`src/sv/triangle_tangent_space_unit_defines.svh`:
```
// ----------------------------------------------------------------------------
// Triangle tangent space unit - assertion macros
// Shared property shorthands for the blocks of the tangent space unit.
// ----------------------------------------------------------------------------
`ifndef TRIANGLE_TANGENT_SPACE_UNIT_DEFINES_SVH
`define TRIANGLE_TANGENT_SPACE_UNIT_DEFINES_SVH

// Same-cycle implication, held off during reset
`define TTS_ASSERT_IMP(lbl, clk, rst_n, ante, cons, msg) \
    lbl: assert property (@(posedge clk) disable iff (!(rst_n)) (ante) |-> (cons)) \
        else $error(msg);

// Next-cycle implication, held off during reset
`define TTS_ASSERT_NXT(lbl, clk, rst_n, ante, cons, msg) \
    lbl: assert property (@(posedge clk) disable iff (!(rst_n)) (ante) |=> (cons)) \
        else $error(msg);

`endif

```
`src/sv/tts_pkg.sv`:
```
// ----------------------------------------------------------------------------
// Triangle tangent space package
// Formats, job and status types, back-end states and saturation helper.
// ----------------------------------------------------------------------------
`default_nettype none

package tts_pkg;

    localparam int FRAC_BITS = 16;
    localparam int DATA_W    = 32;
    localparam int PROD_W    = 2 * DATA_W;
    localparam int QUOT_BITS = DATA_W - 1;
    localparam int CNT_W     = $clog2(QUOT_BITS + 1);
    localparam int DVD_W     = PROD_W + FRAC_BITS;
    localparam int HEAD_W    = DVD_W - QUOT_BITS;
    localparam int CMP_W     = (HEAD_W > PROD_W) ? HEAD_W : PROD_W;

    localparam logic [1:0] CORNER_FIRST  = 2'd0;
    localparam logic [1:0] CORNER_SECOND = 2'd1;
    localparam logic [1:0] CORNER_THIRD  = 2'd2;

    localparam logic [2:0] TERM_DET    = 3'd0;
    localparam logic [2:0] TERM_TAN_X  = 3'd1;
    localparam logic [2:0] TERM_TAN_Y  = 3'd2;
    localparam logic [2:0] TERM_TAN_Z  = 3'd3;
    localparam logic [2:0] TERM_BIT_X  = 3'd4;
    localparam logic [2:0] TERM_BIT_Y  = 3'd5;
    localparam logic [2:0] TERM_LAST   = 3'd6;

    localparam logic [1:0] COPY_LAST   = 2'd2;

    localparam logic [DATA_W-1:0] SAT_MAX = {1'b0, {(DATA_W-1){1'b1}}};
    localparam logic [DATA_W-1:0] SAT_MIN = {1'b1, {(DATA_W-1){1'b0}}};

    typedef logic [DATA_W-1:0] t_word;
    typedef logic [PROD_W-1:0] t_wide;

    // Edges of one triangle, deltas already saturated
    typedef struct packed {
        logic [2:0][DATA_W-1:0] dp1;
        logic [2:0][DATA_W-1:0] dp2;
        t_word                  du1;
        t_word                  dv1;
        t_word                  du2;
        t_word                  dv2;
    } t_job;

    typedef struct packed {
        logic busy;
        logic done;
    } t_div_stat;

    typedef enum logic [2:0] {
        ST_IDLE,
        ST_MUL_A,
        ST_MUL_B,
        ST_SUB,
        ST_EVAL,
        ST_DIV_WAIT,
        ST_EMIT
    } t_back_state;

    // a - b, saturated to the signed word range
    function automatic t_word sat_diff(input t_word a, input t_word b);
        logic [DATA_W:0] d;
        d = {a[DATA_W-1], a} - {b[DATA_W-1], b};
        if (d[DATA_W] != d[DATA_W-1]) begin
            sat_diff = d[DATA_W] ? SAT_MIN : SAT_MAX;
        end else begin
            sat_diff = d[DATA_W-1:0];
        end
    endfunction

endpackage

`default_nettype wire

```
`src/sv/tts_queue.sv`:
```
// ----------------------------------------------------------------------------
// Tangent space job queue
// Two-entry queue that decouples the front end from the back end.
// ----------------------------------------------------------------------------
`default_nettype none

module tts_queue (
    input  wire                 i_clk,
    input  wire                 i_rst_n,
    input  wire                 i_in_valid,
    output logic                o_in_ready,
    input  tts_pkg::t_job       i_in_data,
    output logic                o_out_valid,
    input  wire                 i_out_ready,
    output tts_pkg::t_job       o_out_data
);
    import tts_pkg::*;

    t_job       r_mem [2];
    logic       r_wr;
    logic       r_rd;
    logic [1:0] r_fill;
    logic       push;
    logic       pop;

    assign o_in_ready  = (r_fill != 2'd2);
    assign o_out_valid = (r_fill != 2'd0);
    assign o_out_data  = r_mem[r_rd];
    assign push        = i_in_valid && o_in_ready;
    assign pop         = o_out_valid && i_out_ready;

    // Store an entry on each incoming transfer
    always_ff @(posedge i_clk) begin
        if (push) begin
            r_mem[r_wr] <= i_in_data;
        end
    end

    // Advance pointers and fill level
    always_ff @(posedge i_clk) begin
        if (!i_rst_n) begin
            r_wr   <= 1'b0;
            r_rd   <= 1'b0;
            r_fill <= 2'd0;
        end else begin
            if (push) begin
                r_wr <= !r_wr;
            end
            if (pop) begin
                r_rd <= !r_rd;
            end
            r_fill <= r_fill + {1'b0, push} - {1'b0, pop};
        end
    end

endmodule

`default_nettype wire

```
`config.mk`:
```
export PLATFORM = sky130hd
export DESIGN_NAME = tts_queue
export DESIGN_NICKNAME = d
export VERILOG_FILES = /design/src/sv/triangle_tangent_space_unit_defines.svh /design/src/sv/tts_pkg.sv /design/src/sv/tts_queue.sv
export SDC_FILE = /design/constraint.sdc
export NUM_CORES = 1
export LEC_CHECK = 0
export BUFFER_PORTS_ARGS = -buffer_cell sky130_fd_sc_hd__buf_2
export CORE_UTILIZATION = 40
export DETAILED_ROUTE_END_ITERATION = 10
export PLACE_DENSITY = 0.72
export RECOVER_POWER = 100
export REMOVE_ABC_BUFFERS = 1
export SLEW_MARGIN = 30
export SYNTH_ARGS = -nofsm -noshare
export SYNTH_HDL_FRONTEND = slang
export SYNTH_SLANG_ARGS = --single-unit
```
`constraint.sdc`:
```
create_clock -name i_clk -period 11.7 [get_ports i_clk]
set_input_delay 2.34 -clock i_clk [delete_from_list [all_inputs] [get_ports i_clk]]
set_output_delay 2.34 -clock i_clk [all_outputs]
set_load 0.02 [all_outputs]
```
==> metrics.md <==
| Metric | Value |
|---|---|
| Status | `complete, but fails checks` |
| Violated checks | `capacitance limit, slew limit` |
| Hold_buf cts | `0` |
| Starting utilization of the core area | `approximately two fifths` |
| PostCTS Resize Cnt | `0` |
| Pin slew with the least headroom to its limit | `3.84 ns` |
| Most used standard cells in the synthesized netlist | `sky130_fd_sc_hd__edfxtp_1, sky130_fd_sc_hd__mux2_4, sky130_fd_sc_hd__buf_12, sky130_fd_sc_hd__mux2_2, sky130_fd_sc_hd__dfxtp_1` |
| Global-route wire length before repair | `around 75 mm` |
| Buffers on Ports | `roughly 650` |
| Critical path data required time | `between 9 and 10 ns` |
| Die outline width | `251 um` |
| Detailed Place HPWL | `35.8 mm` |
| Final count of hold timing violations | `0` |
| Fraction of power spent switching nets | `between 20% and 30%` |
| End point of the worst hold path | `r_rd` |
| Sum Neg Setup Slack | `0 ns` |
| Max Fanout on Critical Path | `87` |
| Buffer cell driving the clock tree root | `sky130_fd_sc_hd__clkbuf_16` |
| FF-to-FF path depth | `6` |
| Nets | `2043` |
| Worst slack, placed | `5.99 ns` |
| Hold Crit Class | `flip-flop to flip-flop` |
| Final non-filler cell area | `0.0296 mm2` |
| Internal Dissipation | `~4.5 mW` |
| Worst setup path class | `flip-flop to primary output` |
| Worst hold stages | `2` |
| Nature of the critical path startpoint | `flip-flop` |
| FF-to-FF setup slack | `~5.9 ns` |
| Unrepaired setup endpoints after global routing | `false` |
| Number of buffers added for setup after CTS | `0` |
| Layout cells sized above 1 | `33.8%` |
| Overflow after GRT | `0` |
| Count of yosys warnings during synthesis | `0` |
| Top flip-flop cell by instance count after synthesis | `sky130_fd_sc_hd__edfxtp_1` |
| Cell Count Post-Placement | `about 2500` |
| Gate power share | `21.2%` |
| Clock sinks | `645` |
| Clock tree from TritonCTS | `built` |
| Maximum number of pins on one net before global-route repair | `163` |
| Area growth from synthesis to final layout | `18.9%` |
| Met3 wirelength from detailed routing | `4.40 mm` |
| Number of slew-limit violations in the final report | `346` |
| Final Core Density | `48.1%` |
| Max Clock Freq | `134 MHz` |
| Source of the worst hold timing path | `r_rd` |
| Number of placed I/O pins | `646` |
| Count of endpoints failing setup in the final report | `0` |
| Total clock buffers created by CTS | `68` |
| Net Sw Power | `1.79 mW` |
| Vias per Instance | `roughly 4.6` |
| Area share of the largest cell type after synthesis | `77.2%` |
| P per Cell Area | `~210 mW/mm2` |
| Height of the die | `roughly 250 um` |
| Residual antenna-violating net count after detailed routing | `0` |
| Insertion delay of the later-clocked pin in the worst-skew pair | `0.58 ns` |
| Final Wtd Congestion | `around 0.78` |
| Vias post-DR | `12000` |
| Library cell occupying the most area in the post-synthesis netlist | `sky130_fd_sc_hd__edfxtp_1` |
| Post-synthesis instance area | `0.0249 mm2` |
| Critical path data arrival time | `5.10 ns` |
| Sort of element at the end of the critical path | `primary output` |
| Mean routed wirelength per cell | `20.1 um` |
| Total DRC errors in the routed layout | `0` |
| Worst VDD drop | `153 uV` |
| Mean Syn Cell Area | `24.3 um2` |
| Number of placement rows | `91` |
| Library cell with the highest instance count after synthesis | `sky130_fd_sc_hd__edfxtp_1` |
| Met2 Wirelength | `~28 mm` |
| Sequential-to-total area share from yosys stat | `roughly 78%` |
| DRC marker count from the first detailed-route iteration | `578` |
| Part of the power in the clock network | `about 33%` |
| Leading cell types by total area after synthesis | `sky130_fd_sc_hd__edfxtp_1, sky130_fd_sc_hd__mux2_4, sky130_fd_sc_hd__buf_12` |
| DP Area | `0.0286 mm2` |
| Post-route worst setup slack | `4.26 ns` |
| Leakage power | `10.6 nW` |
| Deepest level of the CTS H-tree | `3` |
| Final wirelength | `52.5 mm` |
| Total Die Area | `0.0632 mm2` |
| Area of the core region | `0.0616 mm2` |
| Fraction of registers with async set/reset | `0%` |
| Initial antenna violation count | `8` |
| EDFF count, synth | `640` |
| Register bit total from synthesis | `645` |
| Max transition margin | `-156%` |
| Portion of the clock cycle consumed by the worst path in the final layout | `63.6%` |
| Routed metal-1 wirelength | `19.3 mm` |
| Reg power frac | `between 40% and 50%` |
| Unique masters post-synth | `26` |
| Vias in the first global route | `12600` |
| Max-cap violations | `7` |
| DRT Pass-1 Iters | `5` |
| Non-filler cells in the finished layout | `2607` |
| Endpoint of the lowest-slack register-to-register path | `r_mem[0][228]` |
| Top layer used by detailed routing | `met5` |
| Worst r2r src | `r_fill[0]` |
| Maximum root-to-sink buffer count | `3` |
| Worst Clk Skew | `0.0153 ns` |
| Number of instances in the synthesized netlist | `1026` |
| Clock transition time at the flip-flop clock pins of the worst setup and hold paths | `0.05 ns` |
| Final worst path period need | `7.44 ns` |
| Gr usage total | `about 16%` |
## routing by layer
| layer | vias up | global-route usage (%) |
|---|---|---|
| li1 | 5498 | - |
| met1 | 5963 | 16.9 |
| met2 | 446 | 28.4 |
| met3 | 88 | 6.12 |
| met4 | 10 | 4.91 |
| met5 | - | 0 |
## sequential cells by signal, summed over array words and instances, names as in the netlist, named ones only
signal / cells
r_mem: 640
r_fill: 2
r_rd: 1
r_wr: 1
## area by class of cell
class                           count  area (um2)
Timing Repair Buffer              658        3140
Clock buffer                       90        1840
Antenna cell                        2        5.00
Inverter                            2        20.0
Tap cell                          837        1050
Fill cell                        5410       32000
Multi-Input combinational cell    343        3890
Sequential cell                   645       19300
Clock inverter                     30         347
## kinds of logic after synthesis
group,Yosys count,synth area share [%]
AO/OA/AOI/OAI,6,0.176
XOR/XNOR,1,0.0352
adder cells (fa/ha/maj),1,0.0503
buffers and inverters,38,2.77
flip-flops,645,77.6
multiplexers,320,19.0
AND/OR/NAND/NOR,15,0.352
## power groups by stage
| stage | combinational [mW] | sequential [mW] | clock [mW] |
|---|---|---|---|
| 3_5_place_dp | 1.60 | 2.94 | 0 |
| 6_report | 1.34 | 2.88 | 2.09 |
| 4_1_cts | 1.60 | 2.89 | 2.14 |
| 5_1_grt | 1.42 | 2.90 | 2.22 |
| 3_3_place_gp | 1.59 | 2.92 | 0 |
| 2_1_floorplan | 1.45 | 3.10 | 0 |
## through the flow
step	hold slack, ns	total power, mW
floorplan	0.472	4.55
finish	0.510	6.30
global route	0.536	6.54
global placement	0.486	4.51
detailed placement	0.499	4.53
CTS	0.514	6.64
## worst max-delay path, cell delays in order, from the launching register on
cell,delay [ns]
sky130_fd_sc_hd__dfxtp_1,1.49
sky130_fd_sc_hd__buf_12,0.39
sky130_fd_sc_hd__buf_16,0.40
sky130_fd_sc_hd__clkbuf_1,1.46
sky130_fd_sc_hd__mux2_2,0.39
sky130_fd_sc_hd__clkbuf_1,0.24
## worst max-delay path by stage
stage / cells after the start / endpoint / from
floorplan: 1 / o_out_data[0] / flip-flop
global placement: 5 / r_mem[0][231] / i_in_valid
detailed placement: 5 / r_mem[0][59] / i_in_valid
CTS: 4 / o_out_data[3] / flip-flop
global route: 5 / o_out_data[3] / flip-flop
finish: 5 / o_out_data[3] / flip-flop
## placed cells by master, fill, tap and decap left out, types with 5 or more instances in the layout
| cell | n |
|---|---|
| sky130_fd_sc_hd__clkbuf_1 | 230 |
| sky130_fd_sc_hd__clkinv_1 | 11 |
| sky130_fd_sc_hd__buf_2 | 441 |
| sky130_fd_sc_hd__bufinv_16 | 5 |
| sky130_fd_sc_hd__clkinv_2 | 6 |
| sky130_fd_sc_hd__edfxtp_1 | 640 |
| sky130_fd_sc_hd__mux2_2 | 21 |
| sky130_fd_sc_hd__mux2_4 | 36 |
| sky130_fd_sc_hd__dfxtp_1 | 5 |
| sky130_fd_sc_hd__mux2_1 | 263 |
| sky130_fd_sc_hd__clkbuf_16 | 70 |
No activity file was read; power rests on OpenSTA's default activity.
