File: src/sv/triangle_tangent_space_unit_defines.svh
// ----------------------------------------------------------------------------
// Triangle tangent space unit - assertion macros
// Shared property shorthands for the blocks of the tangent space unit.
// ----------------------------------------------------------------------------
`ifndef TRIANGLE_TANGENT_SPACE_UNIT_DEFINES_SVH
`define TRIANGLE_TANGENT_SPACE_UNIT_DEFINES_SVH

// Same-cycle implication, held off during reset
`define TTS_ASSERT_IMP(lbl, clk, rst_n, ante, cons, msg) \
    lbl: assert property (@(posedge clk) disable iff (!(rst_n)) (ante) |-> (cons)) \
        else $error(msg);

// Next-cycle implication, held off during reset
`define TTS_ASSERT_NXT(lbl, clk, rst_n, ante, cons, msg) \
    lbl: assert property (@(posedge clk) disable iff (!(rst_n)) (ante) |=> (cons)) \
        else $error(msg);

`endif

File: src/sv/tts_pkg.sv
// ----------------------------------------------------------------------------
// Triangle tangent space package
// Formats, job and status types, back-end states and saturation helper.
// ----------------------------------------------------------------------------
`default_nettype none

package tts_pkg;

    localparam int FRAC_BITS = 16;
    localparam int DATA_W    = 32;
    localparam int PROD_W    = 2 * DATA_W;
    localparam int QUOT_BITS = DATA_W - 1;
    localparam int CNT_W     = $clog2(QUOT_BITS + 1);
    localparam int DVD_W     = PROD_W + FRAC_BITS;
    localparam int HEAD_W    = DVD_W - QUOT_BITS;
    localparam int CMP_W     = (HEAD_W > PROD_W) ? HEAD_W : PROD_W;

    localparam logic [1:0] CORNER_FIRST  = 2'd0;
    localparam logic [1:0] CORNER_SECOND = 2'd1;
    localparam logic [1:0] CORNER_THIRD  = 2'd2;

    localparam logic [2:0] TERM_DET    = 3'd0;
    localparam logic [2:0] TERM_TAN_X  = 3'd1;
    localparam logic [2:0] TERM_TAN_Y  = 3'd2;
    localparam logic [2:0] TERM_TAN_Z  = 3'd3;
    localparam logic [2:0] TERM_BIT_X  = 3'd4;
    localparam logic [2:0] TERM_BIT_Y  = 3'd5;
    localparam logic [2:0] TERM_LAST   = 3'd6;

    localparam logic [1:0] COPY_LAST   = 2'd2;

    localparam logic [DATA_W-1:0] SAT_MAX = {1'b0, {(DATA_W-1){1'b1}}};
    localparam logic [DATA_W-1:0] SAT_MIN = {1'b1, {(DATA_W-1){1'b0}}};

    typedef logic [DATA_W-1:0] t_word;
    typedef logic [PROD_W-1:0] t_wide;

    // Edges of one triangle, deltas already saturated
    typedef struct packed {
        logic [2:0][DATA_W-1:0] dp1;
        logic [2:0][DATA_W-1:0] dp2;
        t_word                  du1;
        t_word                  dv1;
        t_word                  du2;
        t_word                  dv2;
    } t_job;

    typedef struct packed {
        logic busy;
        logic done;
    } t_div_stat;

    typedef enum logic [2:0] {
        ST_IDLE,
        ST_MUL_A,
        ST_MUL_B,
        ST_SUB,
        ST_EVAL,
        ST_DIV_WAIT,
        ST_EMIT
    } t_back_state;

    // a - b, saturated to the signed word range
    function automatic t_word sat_diff(input t_word a, input t_word b);
        logic [DATA_W:0] d;
        d = {a[DATA_W-1], a} - {b[DATA_W-1], b};
        if (d[DATA_W] != d[DATA_W-1]) begin
            sat_diff = d[DATA_W] ? SAT_MIN : SAT_MAX;
        end else begin
            sat_diff = d[DATA_W-1:0];
        end
    endfunction

endpackage

`default_nettype wire

File: src/sv/tts_back.sv
// ----------------------------------------------------------------------------
// Tangent space back end
// Sequences the shared multiplier and divider over one job, emits 3 copies.
// ----------------------------------------------------------------------------
`default_nettype none

`include "triangle_tangent_space_unit_defines.svh"

module tts_back (
    input  wire                 i_clk,
    input  wire                 i_rst_n,
    input  wire                 i_job_valid,
    output logic                o_job_ready,
    input  tts_pkg::t_job       i_job,
    output logic                o_div_start,
    output logic [63:0]         o_div_num,
    output logic [63:0]         o_div_den,
    input  tts_pkg::t_div_stat  i_div_stat,
    input  wire  [31:0]         i_div_quot,
    output logic                o_valid,
    input  wire                 i_ready,
    output logic [31:0]         o_tangent_x,
    output logic [31:0]         o_tangent_y,
    output logic [31:0]         o_tangent_z,
    output logic [31:0]         o_bitangent_x,
    output logic [31:0]         o_bitangent_y,
    output logic [31:0]         o_bitangent_z,
    output logic                o_degenerate,
    output logic                o_last_copy
);
    import tts_pkg::*;

    t_back_state            r_state;
    t_back_state            n_state;
    logic [2:0]             r_term;
    t_job                   r_job;
    t_wide                  r_pa;
    t_wide                  r_pb;
    t_wide                  r_diff;
    t_wide                  r_det;
    logic                   r_degen;
    logic [2:0][DATA_W-1:0] r_tan;
    logic [2:0][DATA_W-1:0] r_bit;
    logic [1:0]             r_copy;

    t_word                  op_a;
    t_word                  op_b;
    t_word                  op_c;
    t_word                  op_d;
    t_word                  mul_x;
    t_word                  mul_y;
    t_wide                  product;
    logic                   term_done;
    t_word                  term_val;
    logic [1:0]             tan_idx;
    logic [1:0]             bit_idx;

    // Pick the operand pairs of the current term
    always_comb begin
        tan_idx = 2'(r_term - TERM_TAN_X);
        bit_idx = 2'(r_term - TERM_BIT_X);
        case (r_term)
            TERM_DET: begin
                op_a = r_job.du1;
                op_b = r_job.dv2;
                op_c = r_job.dv1;
                op_d = r_job.du2;
            end
            TERM_TAN_X, TERM_TAN_Y, TERM_TAN_Z: begin
                op_a = r_job.dp1[tan_idx];
                op_b = r_job.dv2;
                op_c = r_job.dp2[tan_idx];
                op_d = r_job.dv1;
            end
            TERM_BIT_X, TERM_BIT_Y, TERM_LAST: begin
                op_a = r_job.dp2[bit_idx];
                op_b = r_job.du1;
                op_c = r_job.dp1[bit_idx];
                op_d = r_job.du2;
            end
            default: begin
                op_a = '0;
                op_b = '0;
                op_c = '0;
                op_d = '0;
            end
        endcase
        mul_x   = (r_state == ST_MUL_A) ? op_a : op_c;
        mul_y   = (r_state == ST_MUL_A) ? op_b : op_d;
        product = $signed(mul_x) * $signed(mul_y);
    end

    // Next state and handshake outputs
    always_comb begin
        n_state     = r_state;
        o_job_ready = 1'b0;
        o_div_start = 1'b0;
        term_done   = 1'b0;
        term_val    = '0;
        case (r_state)
            ST_IDLE: begin
                o_job_ready = 1'b1;
                if (i_job_valid) begin
                    n_state = ST_MUL_A;
                end
            end
            ST_MUL_A: n_state = ST_MUL_B;
            ST_MUL_B: n_state = ST_SUB;
            ST_SUB:   n_state = ST_EVAL;
            ST_EVAL: begin
                if (r_term == TERM_DET) begin
                    n_state = ST_MUL_A;
                end else if (r_degen) begin
                    term_done = 1'b1;
                end else begin
                    o_div_start = 1'b1;
                    n_state     = ST_DIV_WAIT;
                end
            end
            ST_DIV_WAIT: begin
                if (i_div_stat.done) begin
                    term_done = 1'b1;
                    term_val  = i_div_quot;
                end
            end
            ST_EMIT: begin
                if (i_ready && r_copy == COPY_LAST) begin
                    n_state = ST_IDLE;
                end
            end
            default: n_state = ST_IDLE;
        endcase
        if (term_done) begin
            n_state = (r_term == TERM_LAST) ? ST_EMIT : ST_MUL_A;
        end
    end

    always_ff @(posedge i_clk) begin
        if (!i_rst_n) begin
            r_state <= ST_IDLE;
            r_term  <= TERM_DET;
            r_copy  <= 2'd0;
        end else begin
            r_state <= n_state;
            if (r_state == ST_IDLE) begin
                r_term <= TERM_DET;
                r_copy <= 2'd0;
            end else if ((r_state == ST_EVAL && r_term == TERM_DET) || term_done) begin
                r_term <= r_term + 3'd1;
            end
            if (r_state == ST_EMIT && i_ready) begin
                r_copy <= r_copy + 2'd1;
            end
        end
    end

    // Datapath: take job, multiply, subtract, store terms
    always_ff @(posedge i_clk) begin
        if (r_state == ST_IDLE && i_job_valid) begin
            r_job <= i_job;
        end
        if (r_state == ST_MUL_A) begin
            r_pa <= product;
        end
        if (r_state == ST_MUL_B) begin
            r_pb <= product;
        end
        if (r_state == ST_SUB) begin
            r_diff <= r_pa - r_pb;
        end
        if (r_state == ST_EVAL && r_term == TERM_DET) begin
            r_det   <= r_diff;
            r_degen <= (r_diff == '0);
        end
        if (term_done) begin
            if (r_term <= TERM_TAN_Z) begin
                r_tan[tan_idx] <= term_val;
            end else begin
                r_bit[bit_idx] <= term_val;
            end
        end
    end

    assign o_div_num     = r_diff;
    assign o_div_den     = r_det;
    assign o_valid       = (r_state == ST_EMIT);
    assign o_tangent_x   = r_tan[0];
    assign o_tangent_y   = r_tan[1];
    assign o_tangent_z   = r_tan[2];
    assign o_bitangent_x = r_bit[0];
    assign o_bitangent_y = r_bit[1];
    assign o_bitangent_z = r_bit[2];
    assign o_degenerate  = r_degen;
    assign o_last_copy   = (r_copy == COPY_LAST);

    `TTS_ASSERT_IMP(a_div_tracked, i_clk, i_rst_n, r_state == ST_DIV_WAIT, i_div_stat.busy || i_div_stat.done, "divider idle while back end waits")
    `TTS_ASSERT_IMP(a_degen_zero, i_clk, i_rst_n, r_state == ST_EMIT && r_degen, r_tan == '0 && r_bit == '0, "degenerate result carries nonzero vectors")
    `TTS_ASSERT_NXT(a_last_idle, i_clk, i_rst_n, o_valid && i_ready && o_last_copy, r_state == ST_IDLE, "back end did not release after last copy")
    `TTS_ASSERT_IMP(a_start_free, i_clk, i_rst_n, o_div_start, !i_div_stat.busy, "divider started while busy")

endmodule

`default_nettype wire

File: config.mk
export PLATFORM = sky130hd
export DESIGN_NAME = tts_back
export DESIGN_NICKNAME = d
export VERILOG_FILES = /design/src/sv/tts_pkg.sv /design/src/sv/tts_back.sv
export VERILOG_INCLUDE_DIRS = /design/src /design/src/sv
export SDC_FILE = /design/constraint.sdc
export NUM_CORES = 2
export LEC_CHECK = 0
export ABC_AREA = 1
export BUFFER_PORTS_ARGS = -buffer_cell sky130_fd_sc_hd__buf_2
export CAP_MARGIN = 0
export CORE_MARGIN = 4
export CORE_UTILIZATION = 46
export CTS_CLUSTER_SIZE = 20
export DETAILED_ROUTE_END_ITERATION = 6
export PLACE_DENSITY = 0.62
export SLEW_MARGIN = 20
export SYNTH_ARGS = -nofsm -noshare
export SYNTH_HDL_FRONTEND = slang
export SYNTH_SLANG_ARGS = --single-unit
File: constraint.sdc
create_clock -name i_clk -period 40.5 [get_ports i_clk]
set_input_delay 4.05 -clock i_clk [delete_from_list [all_inputs] [get_ports i_clk]]
set_output_delay 4.05 -clock i_clk [all_outputs]
set_load 0.05 [all_outputs]
==> results.md <==
- Critical Path Source Type: flip-flop
- Worst setup startpoint: r_term[1]$_SDFFE_PP0P_
- H-tree lvl count: 3
- Post-Route WL: 240000 um
- Fin cells: 10400
- Largest net degree at the start of global routing: 198
- Final core occ: 0.516
- Sequential element share of the synthesized area: 0.322
- Slowest stage delay, CP: 1.04 ns
- Final net count: 9957
- R2r setup slk: 27.99 ns
- Slew Limit Headroom: 0.218
- Status: complete, but fails checks
- RR Startpoint: r_term[1]$_SDFFE_PP0P_
- CP Class: reg -> reg
- Worst-Skew Late Latency: 0.70 ns
- Max Buffers Root-to-Sink: 3
- Post-CTS Resized: 0
- Worst Path Arrival: 12.90 ns
- CTS root buf: clkbuf_16
- Avg WL per Cell: 23.1 um
- Worst min-delay path category: reg -> reg
- Fmax: 79.9 MHz
- Post-DRT Antenna Nets: 0
- Area Overhead vs Synth: 11.6%
- Hold Path Stages: 0
- Final GP Congestion: 0.980
- CTS tree: built
- Post-route cell area: 80500 sq um
- DR pass1 iterations: 7
- GRT Util Overall: 0.296
- CP Max Fanout: 47
- Failing checks: DRC
- I/O Buffers: 681
- Core Region: 156000 sq um
- Slew Viols, Final: 0
- Maxcap violations: 0
- Most frequent cells in the layout: nand2_1, inv_1, fa_1
- Initial core utilization: 0.462
- CP delay by family, top: adder cells
- Slowest CP cell: fa_1
- Initial antenna violation count: 39
- Post-CTS setup buffer count: 0
- Final Hold Viols: 0
- Syn Inst Count: 7684
- Clock Sinks: 777
- Setup TNS: 0 ns
- Clk_skew: 0.0636 ns
- Async set or reset register ratio after synthesis: 0
- Hold Path Origin: o_div_num[22]$_DFFE_PN_
- TritonCTS Buffers: 84
- Crit path time final: 12.51 ns
- GR Overflow Total: 0
- Vias: 56200
- # setup viols final: 0
- CP endpoint kind: flip-flop
- # IOs: 683
- Layout cells sized above 1: 0.123
- RR Endpoint: r_pa[58]$_DFFE_PP_
- Distinct cell type count after synthesis: 43
- #FFs+latches synth: 777
- RSZ-0062 raised after global routing: false
- Vias per inst: 5.39
- Synth warnings: 0
- Die ar.: 163000 sq um
- Avg Cell Area, Syn: 9.39 sq um
- Clock Pin Slew Worst Setup and Hold Paths: 0.06 ns
- Worst slew pin tran: 1.17 ns
- Num rows: 145
- Cell Count Post-Placement: 10200
- CTS Hold Bufs: 0
- Fillers: 14400
- Hpwl dp: 188000 um
- Most used cell, CP: fa_1
- Die height: 404 um
- Most common cell after layout, fill and taps aside: nand2_1
- Post-DP Area: 77400 sq um
- Vias in the first global route: 58100
- Global-route wire length before repair: 359000 um
- Top_reg_cell synth: edfxtp_1
- DRC violations left: 16
- DRT iter0 DRCs: 4755
- Sum of buffers and inverters on the critical path: 8
- Post-Syn Nets: 9378
- Worst Hold Path EP: o_div_den[22]$_DFFE_PP_
- R2R depth: 31
- WP data required: 40.89 ns
- Number of synthesized flops with an enable pin: 769
- Mapped Area: 72100 sq um
- DIE WIDTH: 404 um
- Period utilisation layout: 0.309
per-stage QoR:
stage,setup WS [ns],hold slack (ns)
2_1_floorplan,22.26,0.462
3_3_place_gp,28.28,0.462
3_5_place_dp,28.19,0.457
4_1_cts,28.11,0.475
5_1_grt,27.48,0.493
6_report,27.99,0.473
synthesized netlist by cell type, types with 2 or more instances:
cell type  number  share of area
nor2_2          3        0.00026
nand4_1        74         0.0064
nand3b_1        3        0.00031
xor2_1         61         0.0074
buf_6           4        0.00062
a21o_1          6        0.00062
a21oi_1       224          0.016
a22o_1         30         0.0036
nor3_1         26         0.0018
ha_1          252          0.044
buf_1           4        0.00021
o21ai_0       220          0.015
nor2_1        787          0.041
o2111ai_1      61         0.0074
clkbuf_1       62         0.0032
inv_1        1633          0.085
nor4_1         28         0.0024
o21ai_1         6        0.00042
o211ai_1       93         0.0097
buf_4          29         0.0030
inv_2          46         0.0024
nand2_2        12         0.0010
edfxtp_1      769           0.32
o21a_1          3        0.00031
o21bai_1       23         0.0024
dfxtp_1         8         0.0022
buf_2         172          0.012
fa_1         1084           0.30
nand2_1      1692          0.088
nand2b_1        2        0.00017
o21ai_2        15         0.0018
or2_2          35         0.0030
a211oi_1        3        0.00031
o21ai_4        10         0.0023
nand3_1       188          0.013
xnor2_1         9         0.0011
how the worst max path moves through the flow:
stage,end,slack (ns),cells after the start
finish,r_pa[58]$_DFFE_PP_,27.99,31
global route,r_pa[58]$_DFFE_PP_,27.48,31
detailed placement,r_pa[58]$_DFFE_PP_,28.19,31
floorplan,r_job[0]$_DFFE_PP_,22.26,2
CTS,r_pa[58]$_DFFE_PP_,28.11,31
global placement,r_pa[58]$_DFFE_PP_,28.28,31
routing by layer:
layer | GRT usage | wire, um
met2 | 0.499 | 116000
met4 | 0.150 | 14000
met3 | 0.0547 | 21500
met1 | 0.367 | 88800
met5 | 0 | 38
registers in the layout, summed over array words and instances (netlist names), 64 cells and up:
signal,flops
o_div_den,64
o_div_num,64
r_pb,64
r_pa,64
r_job,320
area by class of cell:
class	count	area, sq um	area share
timing repair buffer	764	4130	0.0513
antenna	33	82.6	0.00103
tap	2058	2570	0.0320
inverter	1680	6310	0.0784
clock inverter	49	624	0.00776
sequential	777	23300	0.289
multi-input combinational	4956	41300	0.513
clock buffer	105	2180	0.0271
cell families (layout without fill, tap and decap cells):
family,count (synthesis),count (layout),synth area share
and+or+nand+nor,2853,2853,0.158
buffers and inverters,1951,2598,0.106
adders and majority gates,1336,1336,0.345
DFF,777,777,0.322
AOI/OAI and AO/OA,697,697,0.0600
xor gates and xnor gates,70,70,0.00850
other,0,33,0
worst reg2reg max path, delay by kind of cell (launching register included):
family | cells | cell delay [ns]
AND/OR/NAND/NOR | 10 | 2.34
buffers and inverters | 8 | 2.33
flip-flops | 1 | 0.36
adder cells (fa/ha/maj) | 10 | 6.00
AO/OA/AOI/OAI | 3 | 1.20
Power is not shown: default switching activity piles up to over one toggle a cycle in this logic, so the estimate is an artifact.
