===== src/sv/triangle_tangent_space_unit_defines.svh =====
// ----------------------------------------------------------------------------
// Triangle tangent space unit - assertion macros
// Shared property shorthands for the blocks of the tangent space unit.
// ----------------------------------------------------------------------------
`ifndef TRIANGLE_TANGENT_SPACE_UNIT_DEFINES_SVH
`define TRIANGLE_TANGENT_SPACE_UNIT_DEFINES_SVH

// Same-cycle implication, held off during reset
`define TTS_ASSERT_IMP(lbl, clk, rst_n, ante, cons, msg) \
    lbl: assert property (@(posedge clk) disable iff (!(rst_n)) (ante) |-> (cons)) \
        else $error(msg);

// Next-cycle implication, held off during reset
`define TTS_ASSERT_NXT(lbl, clk, rst_n, ante, cons, msg) \
    lbl: assert property (@(posedge clk) disable iff (!(rst_n)) (ante) |=> (cons)) \
        else $error(msg);

`endif


===== src/sv/tts_pkg.sv =====
// ----------------------------------------------------------------------------
// Triangle tangent space package
// Formats, job and status types, back-end states and saturation helper.
// ----------------------------------------------------------------------------
`default_nettype none

package tts_pkg;

    localparam int FRAC_BITS = 16;
    localparam int DATA_W    = 32;
    localparam int PROD_W    = 2 * DATA_W;
    localparam int QUOT_BITS = DATA_W - 1;
    localparam int CNT_W     = $clog2(QUOT_BITS + 1);
    localparam int DVD_W     = PROD_W + FRAC_BITS;
    localparam int HEAD_W    = DVD_W - QUOT_BITS;
    localparam int CMP_W     = (HEAD_W > PROD_W) ? HEAD_W : PROD_W;

    localparam logic [1:0] CORNER_FIRST  = 2'd0;
    localparam logic [1:0] CORNER_SECOND = 2'd1;
    localparam logic [1:0] CORNER_THIRD  = 2'd2;

    localparam logic [2:0] TERM_DET    = 3'd0;
    localparam logic [2:0] TERM_TAN_X  = 3'd1;
    localparam logic [2:0] TERM_TAN_Y  = 3'd2;
    localparam logic [2:0] TERM_TAN_Z  = 3'd3;
    localparam logic [2:0] TERM_BIT_X  = 3'd4;
    localparam logic [2:0] TERM_BIT_Y  = 3'd5;
    localparam logic [2:0] TERM_LAST   = 3'd6;

    localparam logic [1:0] COPY_LAST   = 2'd2;

    localparam logic [DATA_W-1:0] SAT_MAX = {1'b0, {(DATA_W-1){1'b1}}};
    localparam logic [DATA_W-1:0] SAT_MIN = {1'b1, {(DATA_W-1){1'b0}}};

    typedef logic [DATA_W-1:0] t_word;
    typedef logic [PROD_W-1:0] t_wide;

    // Edges of one triangle, deltas already saturated
    typedef struct packed {
        logic [2:0][DATA_W-1:0] dp1;
        logic [2:0][DATA_W-1:0] dp2;
        t_word                  du1;
        t_word                  dv1;
        t_word                  du2;
        t_word                  dv2;
    } t_job;

    typedef struct packed {
        logic busy;
        logic done;
    } t_div_stat;

    typedef enum logic [2:0] {
        ST_IDLE,
        ST_MUL_A,
        ST_MUL_B,
        ST_SUB,
        ST_EVAL,
        ST_DIV_WAIT,
        ST_EMIT
    } t_back_state;

    // a - b, saturated to the signed word range
    function automatic t_word sat_diff(input t_word a, input t_word b);
        logic [DATA_W:0] d;
        d = {a[DATA_W-1], a} - {b[DATA_W-1], b};
        if (d[DATA_W] != d[DATA_W-1]) begin
            sat_diff = d[DATA_W] ? SAT_MIN : SAT_MAX;
        end else begin
            sat_diff = d[DATA_W-1:0];
        end
    endfunction

endpackage

`default_nettype wire


===== src/sv/tts_divider.sv =====
// ----------------------------------------------------------------------------
// Tangent space divider
// Bit-serial (num * 2^FRAC_BITS) / den, truncated, saturated to 32 bits.
// ----------------------------------------------------------------------------
`default_nettype none

module tts_divider (
    input  wire                 i_clk,
    input  wire                 i_rst_n,
    input  wire                 i_start,
    input  wire  [63:0]         i_num,
    input  wire  [63:0]         i_den,
    output tts_pkg::t_div_stat  o_stat,
    output logic [31:0]         o_quot
);
    import tts_pkg::*;

    logic                 r_busy;
    logic                 r_done;
    logic [CNT_W-1:0]     r_cnt;
    logic                 r_ovf;
    logic                 r_neg;
    t_wide                r_rem;
    t_wide                r_den;
    logic [QUOT_BITS-1:0] r_low;
    logic [QUOT_BITS-1:0] r_q;
    logic [DATA_W-1:0]    r_quot;

    t_wide                n_mag;
    t_wide                d_mag;
    logic [DVD_W-1:0]     dividend;
    logic [CMP_W-1:0]     head_ext;
    logic [CMP_W-1:0]     den_ext;
    logic                 ovf;
    logic [PROD_W:0]      trial;
    logic [PROD_W:0]      trial_sub;
    logic                 take;

    // Split operands into magnitude and sign
    always_comb begin
        n_mag    = i_num[PROD_W-1] ? (PROD_W'(0) - i_num) : i_num;
        d_mag    = i_den[PROD_W-1] ? (PROD_W'(0) - i_den) : i_den;
        dividend = {n_mag, {FRAC_BITS{1'b0}}};
        head_ext = CMP_W'(dividend[DVD_W-1:QUOT_BITS]);
        den_ext  = CMP_W'(d_mag);
        ovf      = (head_ext >= den_ext);
    end

    // One restoring step
    always_comb begin
        trial     = {r_rem, r_low[QUOT_BITS-1]};
        trial_sub = trial - {1'b0, r_den};
        take      = (trial >= {1'b0, r_den});
    end

    always_ff @(posedge i_clk) begin
        if (!i_rst_n) begin
            r_busy <= 1'b0;
            r_done <= 1'b0;
            r_cnt  <= '0;
        end else begin
            r_done <= 1'b0;
            if (i_start) begin
                r_busy <= 1'b1;
                r_cnt  <= ovf ? CNT_W'(0) : CNT_W'(QUOT_BITS);
            end else if (r_busy && r_cnt != '0) begin
                r_cnt <= r_cnt - CNT_W'(1);
            end else if (r_busy) begin
                r_busy <= 1'b0;
                r_done <= 1'b1;
            end
        end
    end

    // Load operands, iterate, then saturate and sign the quotient
    always_ff @(posedge i_clk) begin
        if (i_start) begin
            r_ovf <= ovf;
            r_neg <= i_num[PROD_W-1] ^ i_den[PROD_W-1];
            r_rem <= head_ext[PROD_W-1:0];
            r_den <= d_mag;
            r_low <= dividend[QUOT_BITS-1:0];
            r_q   <= '0;
        end else if (r_busy && r_cnt != '0) begin
            r_rem <= take ? trial_sub[PROD_W-1:0] : trial[PROD_W-1:0];
            r_low <= {r_low[QUOT_BITS-2:0], 1'b0};
            r_q   <= {r_q[QUOT_BITS-2:0], take};
        end else if (r_busy) begin
            if (r_ovf) begin
                r_quot <= r_neg ? SAT_MIN : SAT_MAX;
            end else begin
                r_quot <= r_neg ? (DATA_W'(0) - {1'b0, r_q}) : {1'b0, r_q};
            end
        end
    end

    assign o_stat.busy = r_busy;
    assign o_stat.done = r_done;
    assign o_quot      = r_quot;

endmodule

`default_nettype wire


===== config.mk =====
export PLATFORM = sky130hd
export DESIGN_NAME = tts_divider
export DESIGN_NICKNAME = d
export VERILOG_FILES = /design/src/sv/triangle_tangent_space_unit_defines.svh /design/src/sv/tts_pkg.sv /design/src/sv/tts_divider.sv
export SDC_FILE = /design/constraint.sdc
export NUM_CORES = 1
export LEC_CHECK = 0
export ABC_AREA = 1
export ABC_CLOCK_PERIOD_IN_PS = 4550
export BUFFER_PORTS_ARGS = -buffer_cell sky130_fd_sc_hd__buf_2
export CORE_ASPECT_RATIO = 1.75
export CORE_MARGIN = 8
export CORE_UTILIZATION = 50
export CTS_BUF_LIST = sky130_fd_sc_hd__clkbuf_8
export DETAILED_ROUTE_END_ITERATION = 7
export PLACE_DENSITY = 0.69
export SYNTH_ARGS = -nofsm -noshare
export SYNTH_HDL_FRONTEND = slang
export SYNTH_SLANG_ARGS = --single-unit

===== constraint.sdc =====
create_clock -name i_clk -period 4.55 [get_ports i_clk]
set_input_delay 0.455 -clock i_clk [delete_from_list [all_inputs] [get_ports i_clk]]
set_output_delay 0.455 -clock i_clk [all_outputs]
set_load 0.01 [all_outputs]

==> flow_summary_export.csv, run 1 <==
group,metric,value,unit
critical_path,cpMostUsedCell,"nand2_2",
critical_path,cp_slowest_cell,"a31oi_1",
timing,tightest_slew,1250,ps
timing,skew,18.2,ps
synthesis,ys_seq_area_share,30.3,%
clock_network,cts.clk_slew.worst_paths,70,ps
clock_network,cts_buffers,30,
synthesis,synth_cell_types,51,
routing,ant_nets,0,
synthesis,yosysMostFrequentCell,"nand2_1",
routing,wl_per_cell,23.1,um
clock_network,cts_setup_buffers,0,
die,die_w,165,um
grt,grt_max_degree,66,
critical_path,cp.depth,13,
synthesis,synth_area,19500,um2
power,p_total,6.50,mW
timing,max_freq,0.268,GHz
synthesis,ys_warn_count,0,
power,leakage,10.1,nW
grt,overflow,0,
die,start_util,50.2,%
critical_path,max_stage_delay,520,ps
synthesis,synth-edff-count,162,
finish,area_delta_synth_final,10.5,%
synthesis,synth_area_leader_cell,"edfxtp_1",
clock_network,hold_buffers,0,
hold_path,hold_depth,3,
critical_path,worst_setup_path_end_kind,"flip-flop",
finish,fillerInstances,3847,
finish,drive_gt1_share,9.26,%
routing,viasPerCell,5.68,
synthesis,synthTopCellsByArea,"edfxtp_1 (25%), nand2_1 (14%), inv_1 (8.6%)",
die,die-area,45900,um2
clock_network,post_cts_resized,0,
synthesis,ys_async_sr_fraction,0,%
routing,drt_pass1_iterations,8,
routing,drcViolationCount,0,
die,boundaryPins,165,
grt,grt_pass1_wl,122000,um
grt,grtUsageTotal,35.9,%
timing,finalSetupTns,0,ps
synthesis,synth_top_flop_cell,"edfxtp_1",
critical_path,r2r_cells,13,
critical_path,critical_path.top_delay_family,"compound AO/OA/AOI/OAI gates",
finish,fin_nets,3328,
critical_path,critical_path_buf_inv_count,2,
clock_network,cts_sinks,215,
timing,rsz0062_at_grt,"no",
place,globalplace.congestion,1.07,
die,rows,96,
routing,drtIter0Drc,1536,
die,core_area,38900,um2
critical_path,arrival,4220,ps
routing,drt-total-wl,83300,um
critical_path,crit_chain,"ha_1 > inv_1 > o21ai_0 > a31oi_1 > o21ai_0 > a21oi_1 > nand2_2 > nand2_2 > nand2_2 > buf_12 > nand2_1 > nand3_1 > nand2_1",
clock_network,cts_max_level,1,
timing,relSlewSlack,16.8,%
die,fp.dieH,277,um
timing,fin_crit_sh,82.1,%
clock_network,ctsLongestPathBuffers,3,
hold_path,hold_class,"input port to flip-flop",
critical_path,cp-start-kind,"flip-flop",
critical_path,crit_required,5040,ps
status,status,"completed",
synthesis,synth_top_area_share,24.9,%
critical_path,worstPathMaxFanout,51,
power,power.density,301,nW/um2
routing,vias,20400,
grt,first_global_vias,21300,
synthesis,synth_cells,2910,
place,place_hpwl,69900,um
power,peakVddDrop,0.195,mV
synthesis,synthTopCellsByCount,"nand2_1 (722), inv_1 (449), nor2_1 (405), edfxtp_1 (162), nand3_1 (153)",
grt,antenna_found_initial,6,
timing,hold_viol_final,0,
timing,min_period,3730,ps
timing,finalSetupViolations,0,
clock_network,clk_latency,630,ps
synthesis,syn_nets,3160,
synthesis,ys_seq_elements,215,
flow_run,cap_viol_max_count,0,
timing,finalMaxSlewViolations,0,
critical_path,worstSetupPathType,"flip-flop to flip-flop",
clock_network,cts_root_buf,"clkbuf_8",
synthesis,avgSynthCellArea,6.71,um2
clock_network,tritoncts,"done",
finish,utilization,55.4,%
place,io_buffers,164,
per-stage QoR:
stage	hold slack [ps]	worst slack (ps)	instance area, um2	cells
after detailed placement	468	362	20900	3536
after global placement	456	403	20900	3536
after global routing	114	599	21600	3597
final	103	817	21600	3597
after CTS	82.3	930	21600	3591
after floorplan	444	1140	19500	2910
cell families after synthesis:
group / after synthesis / synth area share, %
DFF: 215 / 30.3
adders and majority gates: 119 / 7.66
xor gates and xnor gates: 179 / 8.03
AOI/OAI and AO/OA: 391 / 11.0
buffers and inverters: 525 / 10.5
and+or+nand+nor: 1481 / 32.4
routing by layer:
layer,wire length [um],track usage [%],vias to the layer above
met5,0,0,-
met4,9640,35.0,0
met3,4290,4.88,351
met2,42500,64.8,924
met1,26800,33.0,9370
li1,-,-,9783
layout by cell type, fill, tap and decap left out, types with 5 or more instances in the layout:
master / synthesis / final
a31oi_1: 19 / 19
ha_1: 118 / 118
nor3_1: 40 / 40
nand3_1: 153 / 153
nand2_2: 5 / 5
clkbuf_8: 0 / 34
diode_2: 0 / 6
clkinv_1: 3 / 5
nand4_1: 42 / 42
o22ai_1: 29 / 29
dfxtp_1: 53 / 53
o21bai_1: 13 / 13
nor2_2: 10 / 9
inv_1: 449 / 457
nand3b_1: 67 / 67
inv_2: 9 / 10
xnor2_1: 47 / 47
o21a_1: 7 / 7
nor4_1: 20 / 20
buf_4: 2 / 36
o21ai_0: 145 / 145
a21oi_1: 143 / 143
o31ai_1: 5 / 5
nand2_1: 722 / 722
buf_2: 4 / 163
xor2_1: 132 / 132
edfxtp_1: 162 / 162
o21ai_1: 10 / 10
nor2_1: 405 / 405
layout make-up:
cell class	count	area (um2)	area share, %
clock inverters	21	161	0.748
multi-input cells	2170	11500	53.5
flip-flops and latches	215	5930	27.5
inverters	461	1730	8.03
well taps	490	613	2.84
clock buffers	34	468	2.17
diodes	6	15.0	0.0696
repair buffers	200	1110	5.13
path summary, 6_finish.rpt:
kind,from,endpoint,slack [ps]
max,r_rem[47],r_rem[36],820
min,i_num[0],r_low[16],100
max reg2reg,r_rem[47],r_rem[36],820
min reg2reg,r_rem[56],r_rem[56],480
worst reg2reg max path, delay by kind of cell, from the launching register on:
family | cells | cell delay (ps)
compound gates | 4 | 1310
fa+ha+maj | 1 | 390
buf+inv | 2 | 390
flops | 1 | 430
simple gates | 6 | 1090
state kept, by name, indices dropped and copies added, names as in the netlist:
register	count
r_neg	1
o_quot	32
r_busy	1
r_low	15
r_ovf	1
r_cnt	5
r_den	64
r_q	31
r_rem	64
r_done	1
report_power, final:
group          leakage (nW)  switching (mW)  internal, mW  total (mW)
clock network         0.349           0.805         0.806        1.61
registers              2.02          0.0729          2.31        2.39
logic                  7.71            1.74         0.758        2.50
total                  10.1            2.62          3.88        6.50
Power figures use the tool's default switching activity.
==> run 2, diff against run 1 <==
--- a/config.mk
+++ b/config.mk
@@ -6,7 +6,7 @@
 export NUM_CORES = 1
 export LEC_CHECK = 0
 export ABC_AREA = 1
-export ABC_CLOCK_PERIOD_IN_PS = 4550
+export ABC_CLOCK_PERIOD_IN_PS = 3800
 export BUFFER_PORTS_ARGS = -buffer_cell sky130_fd_sc_hd__buf_2
 export CORE_ASPECT_RATIO = 1.75
 export CORE_MARGIN = 8
==> constraint.sdc (replaced) <==
create_clock -name i_clk -period 3.8 [get_ports i_clk]
set_input_delay 0.38 -clock i_clk [delete_from_list [all_inputs] [get_ports i_clk]]
set_output_delay 0.38 -clock i_clk [all_outputs]
set_load 0.01 [all_outputs]
==> run 2 against run 1 <==
Effect of this change: worst setup slack worse by 670 ps; core utilization up 1.6 points; clock power grew 21%; wire length is 0.51% lower; critical endpoint is now r_rem[5]; count of clock-buffer cells in the layout decreased by 2.
==> flow_summary_export.csv, run 2 (same netlist as run 1, synthesis figures left out) <==
group,metric,value,unit
timing,finalSetupTns,0,ps
clock_network,cts_max_level,1,
critical_path,critical_path_buf_inv_count,2,
place,place_inst,3610,
finish,fin_cells,3672,
finish,final_common_cell,"nand2_1",
clock_network,cts_buffers,31,
timing,tightest_slew,953,ps
status,status,"completed",
routing,ant_nets,0,
power,peakVddDrop,0.267,mV
die,start_util,50.2,%
clock_network,ctsLongestPathBuffers,3,
clock_network,cts.clk_slew.worst_paths,70,ps
finish,finalInstanceArea,22200,um2
timing,skew,11.2,ps
critical_path,cp-start-kind,"flip-flop",
critical_path,worst_setup_path_end_kind,"flip-flop",
timing,rsz0062_at_grt,"no",
place,io_buffers,164,
place,dpl_cell_area,21500,um2
routing,drt_pass1_iterations,8,
grt,grtUsageTotal,35.3,%
place,place_hpwl,69700,um
clock_network,clk_latency,630,ps
hold_path,hold_class,"input port to flip-flop",
critical_path,critical_path.top_delay_family,"compound AO/OA/AOI/OAI gates",
timing,min_period,3650,ps
critical_path,worstSetupPathType,"flip-flop to flip-flop",
grt,first_global_vias,20900,
clock_network,cts_sinks,215,
timing,finalMaxSlewViolations,0,
die,die-area,45900,um2
critical_path,reg2reg_slack,150,ps
critical_path,crit_chain,"ha_1 > inv_1 > o21ai_0 > a31oi_2 > o21ai_0 > a21oi_1 > nand2_2 > nand2_2 > nand2_2 > buf_12 > o21ai_0 > nand3_1 > nand2_1",
timing,fin_crit_sh,96.0,%
routing,viasPerCell,5.67,
power,p_total,7.91,mW
critical_path,crit_required,4180,ps
critical_path,worstPathMaxFanout,58,
die,core_area,38900,um2
finish,drive_gt1_share,11.4,%
routing,drcViolationCount,0,
hold_path,hold_depth,3,
routing,drtIter0Drc,1678,
routing,wl_per_cell,22.6,um
grt,grt_max_degree,70,
die,rows,96,
clock_network,cts_setup_buffers,0,
finish,fillerInstances,3789,
timing,relSlewSlack,36.5,%
finish,fin_nets,3403,
grt,grt_pass1_wl,121000,um
power,leakage,10.5,nW
clock_network,cts_root_buf,"clkbuf_8",
critical_path,cp_slowest_cell,"o21ai_0",
grt,antenna_found_initial,5,
die,die_w,165,um
die,fp.dieH,277,um
critical_path,max_stage_delay,680,ps
timing,max_freq,0.274,GHz
routing,drt-total-wl,82800,um
clock_network,tritoncts,"done",
power,power.density,356,nW/um2
timing,hold_slack,27.7,ps
timing,finalSetupViolations,0,
flow_run,cap_viol_max_count,0,
critical_path,arrival,4030,ps
timing,hold_viol_final,0,
die,boundaryPins,165,
place,globalplace.congestion,1.06,
routing,vias,20800,
grt,overflow,0,
critical_path,cp.depth,13,
critical_path,r2r_cells,13,
finish,area_delta_synth_final,13.7,%
finish,layout_common_cells,"nand2_1 (722), inv_1 (460), nor2_1 (405), buf_2 (163), edfxtp_1 (162)",
==> run 2: cell types whose count changed in the layout (fill, tap and decap cells not counted), moves of 2 or more <==
| cell | previous run | this run |
|---|---|---|
| clkbuf_8 | 34 | 32 |
| inv_1 | 457 | 460 |
| diode_2 | 6 | 4 |
| buf_4 | 36 | 106 |
| buf_12 | 1 | 5 |
==> run 2: area by class of cell <==
class | instances | area [um2] | share of cell area, %
diodes | 4 | 10.0 | 0.0451
clock buffers | 32 | 440 | 1.98
clock inverters | 26 | 206 | 0.930
inverters | 461 | 1730 | 7.80
multi-input cells | 2170 | 11600 | 52.1
flip-flops and latches | 215 | 5930 | 26.7
well taps | 490 | 613 | 2.76
repair buffers | 274 | 1710 | 7.71
==> run 2: worst paths after layout <==
check	from	endpoint
setup / recovery	r_rem[47]	r_rem[5]
hold / removal	i_num[0]	r_low[16]
setup reg to reg	r_rem[47]	r_rem[5]
hold reg to reg	r_rem[57]	r_rem[57]
==> run 2: timing repair <==
action,in CTS,in global routing
resized for setup,0,1
endpoints found under the setup margin,0,32
hold buffers,0,0
==> run 2: worst reg2reg max path, stage by stage, from the launching register on <==
cell and delay (ps):
edfxtp_1 390, ha_1 400, inv_1 100, o21ai_0 680, a31oi_2 210, o21ai_0 210
a21oi_1 110, nand2_2 120, nand2_2 210, nand2_2 270, buf_12 270, o21ai_0 220
nand3_1 140, nand2_1 60
==> run 2: metal layers <==
metal	up-vias	GRT usage, %	wire [um]
met5	-	0	0
met4	0	32.3	8850
met3	316	4.78	4720
met2	983	65.0	42900
met1	9570	32.3	26400
li1	9934	-	-
==> run 2: report_power, final <==
group	internal (mW)	switching [mW]
logic	0.998	2.11
clock network	1.00	0.954
registers	2.77	0.0849
==> run 2: per-stage QoR <==
| step | util, % | setup WS, ps |
|---|---|---|
| 6_report | 57.0 | 151 |
| 5_1_grt | 57.0 | 6.19 |
| 4_1_cts | 57.0 | 324 |
| 3_5_place_dp | 55.3 | -134 |
| 3_3_place_gp | 55.3 | -91.7 |
| 2_1_floorplan | - | 391 |
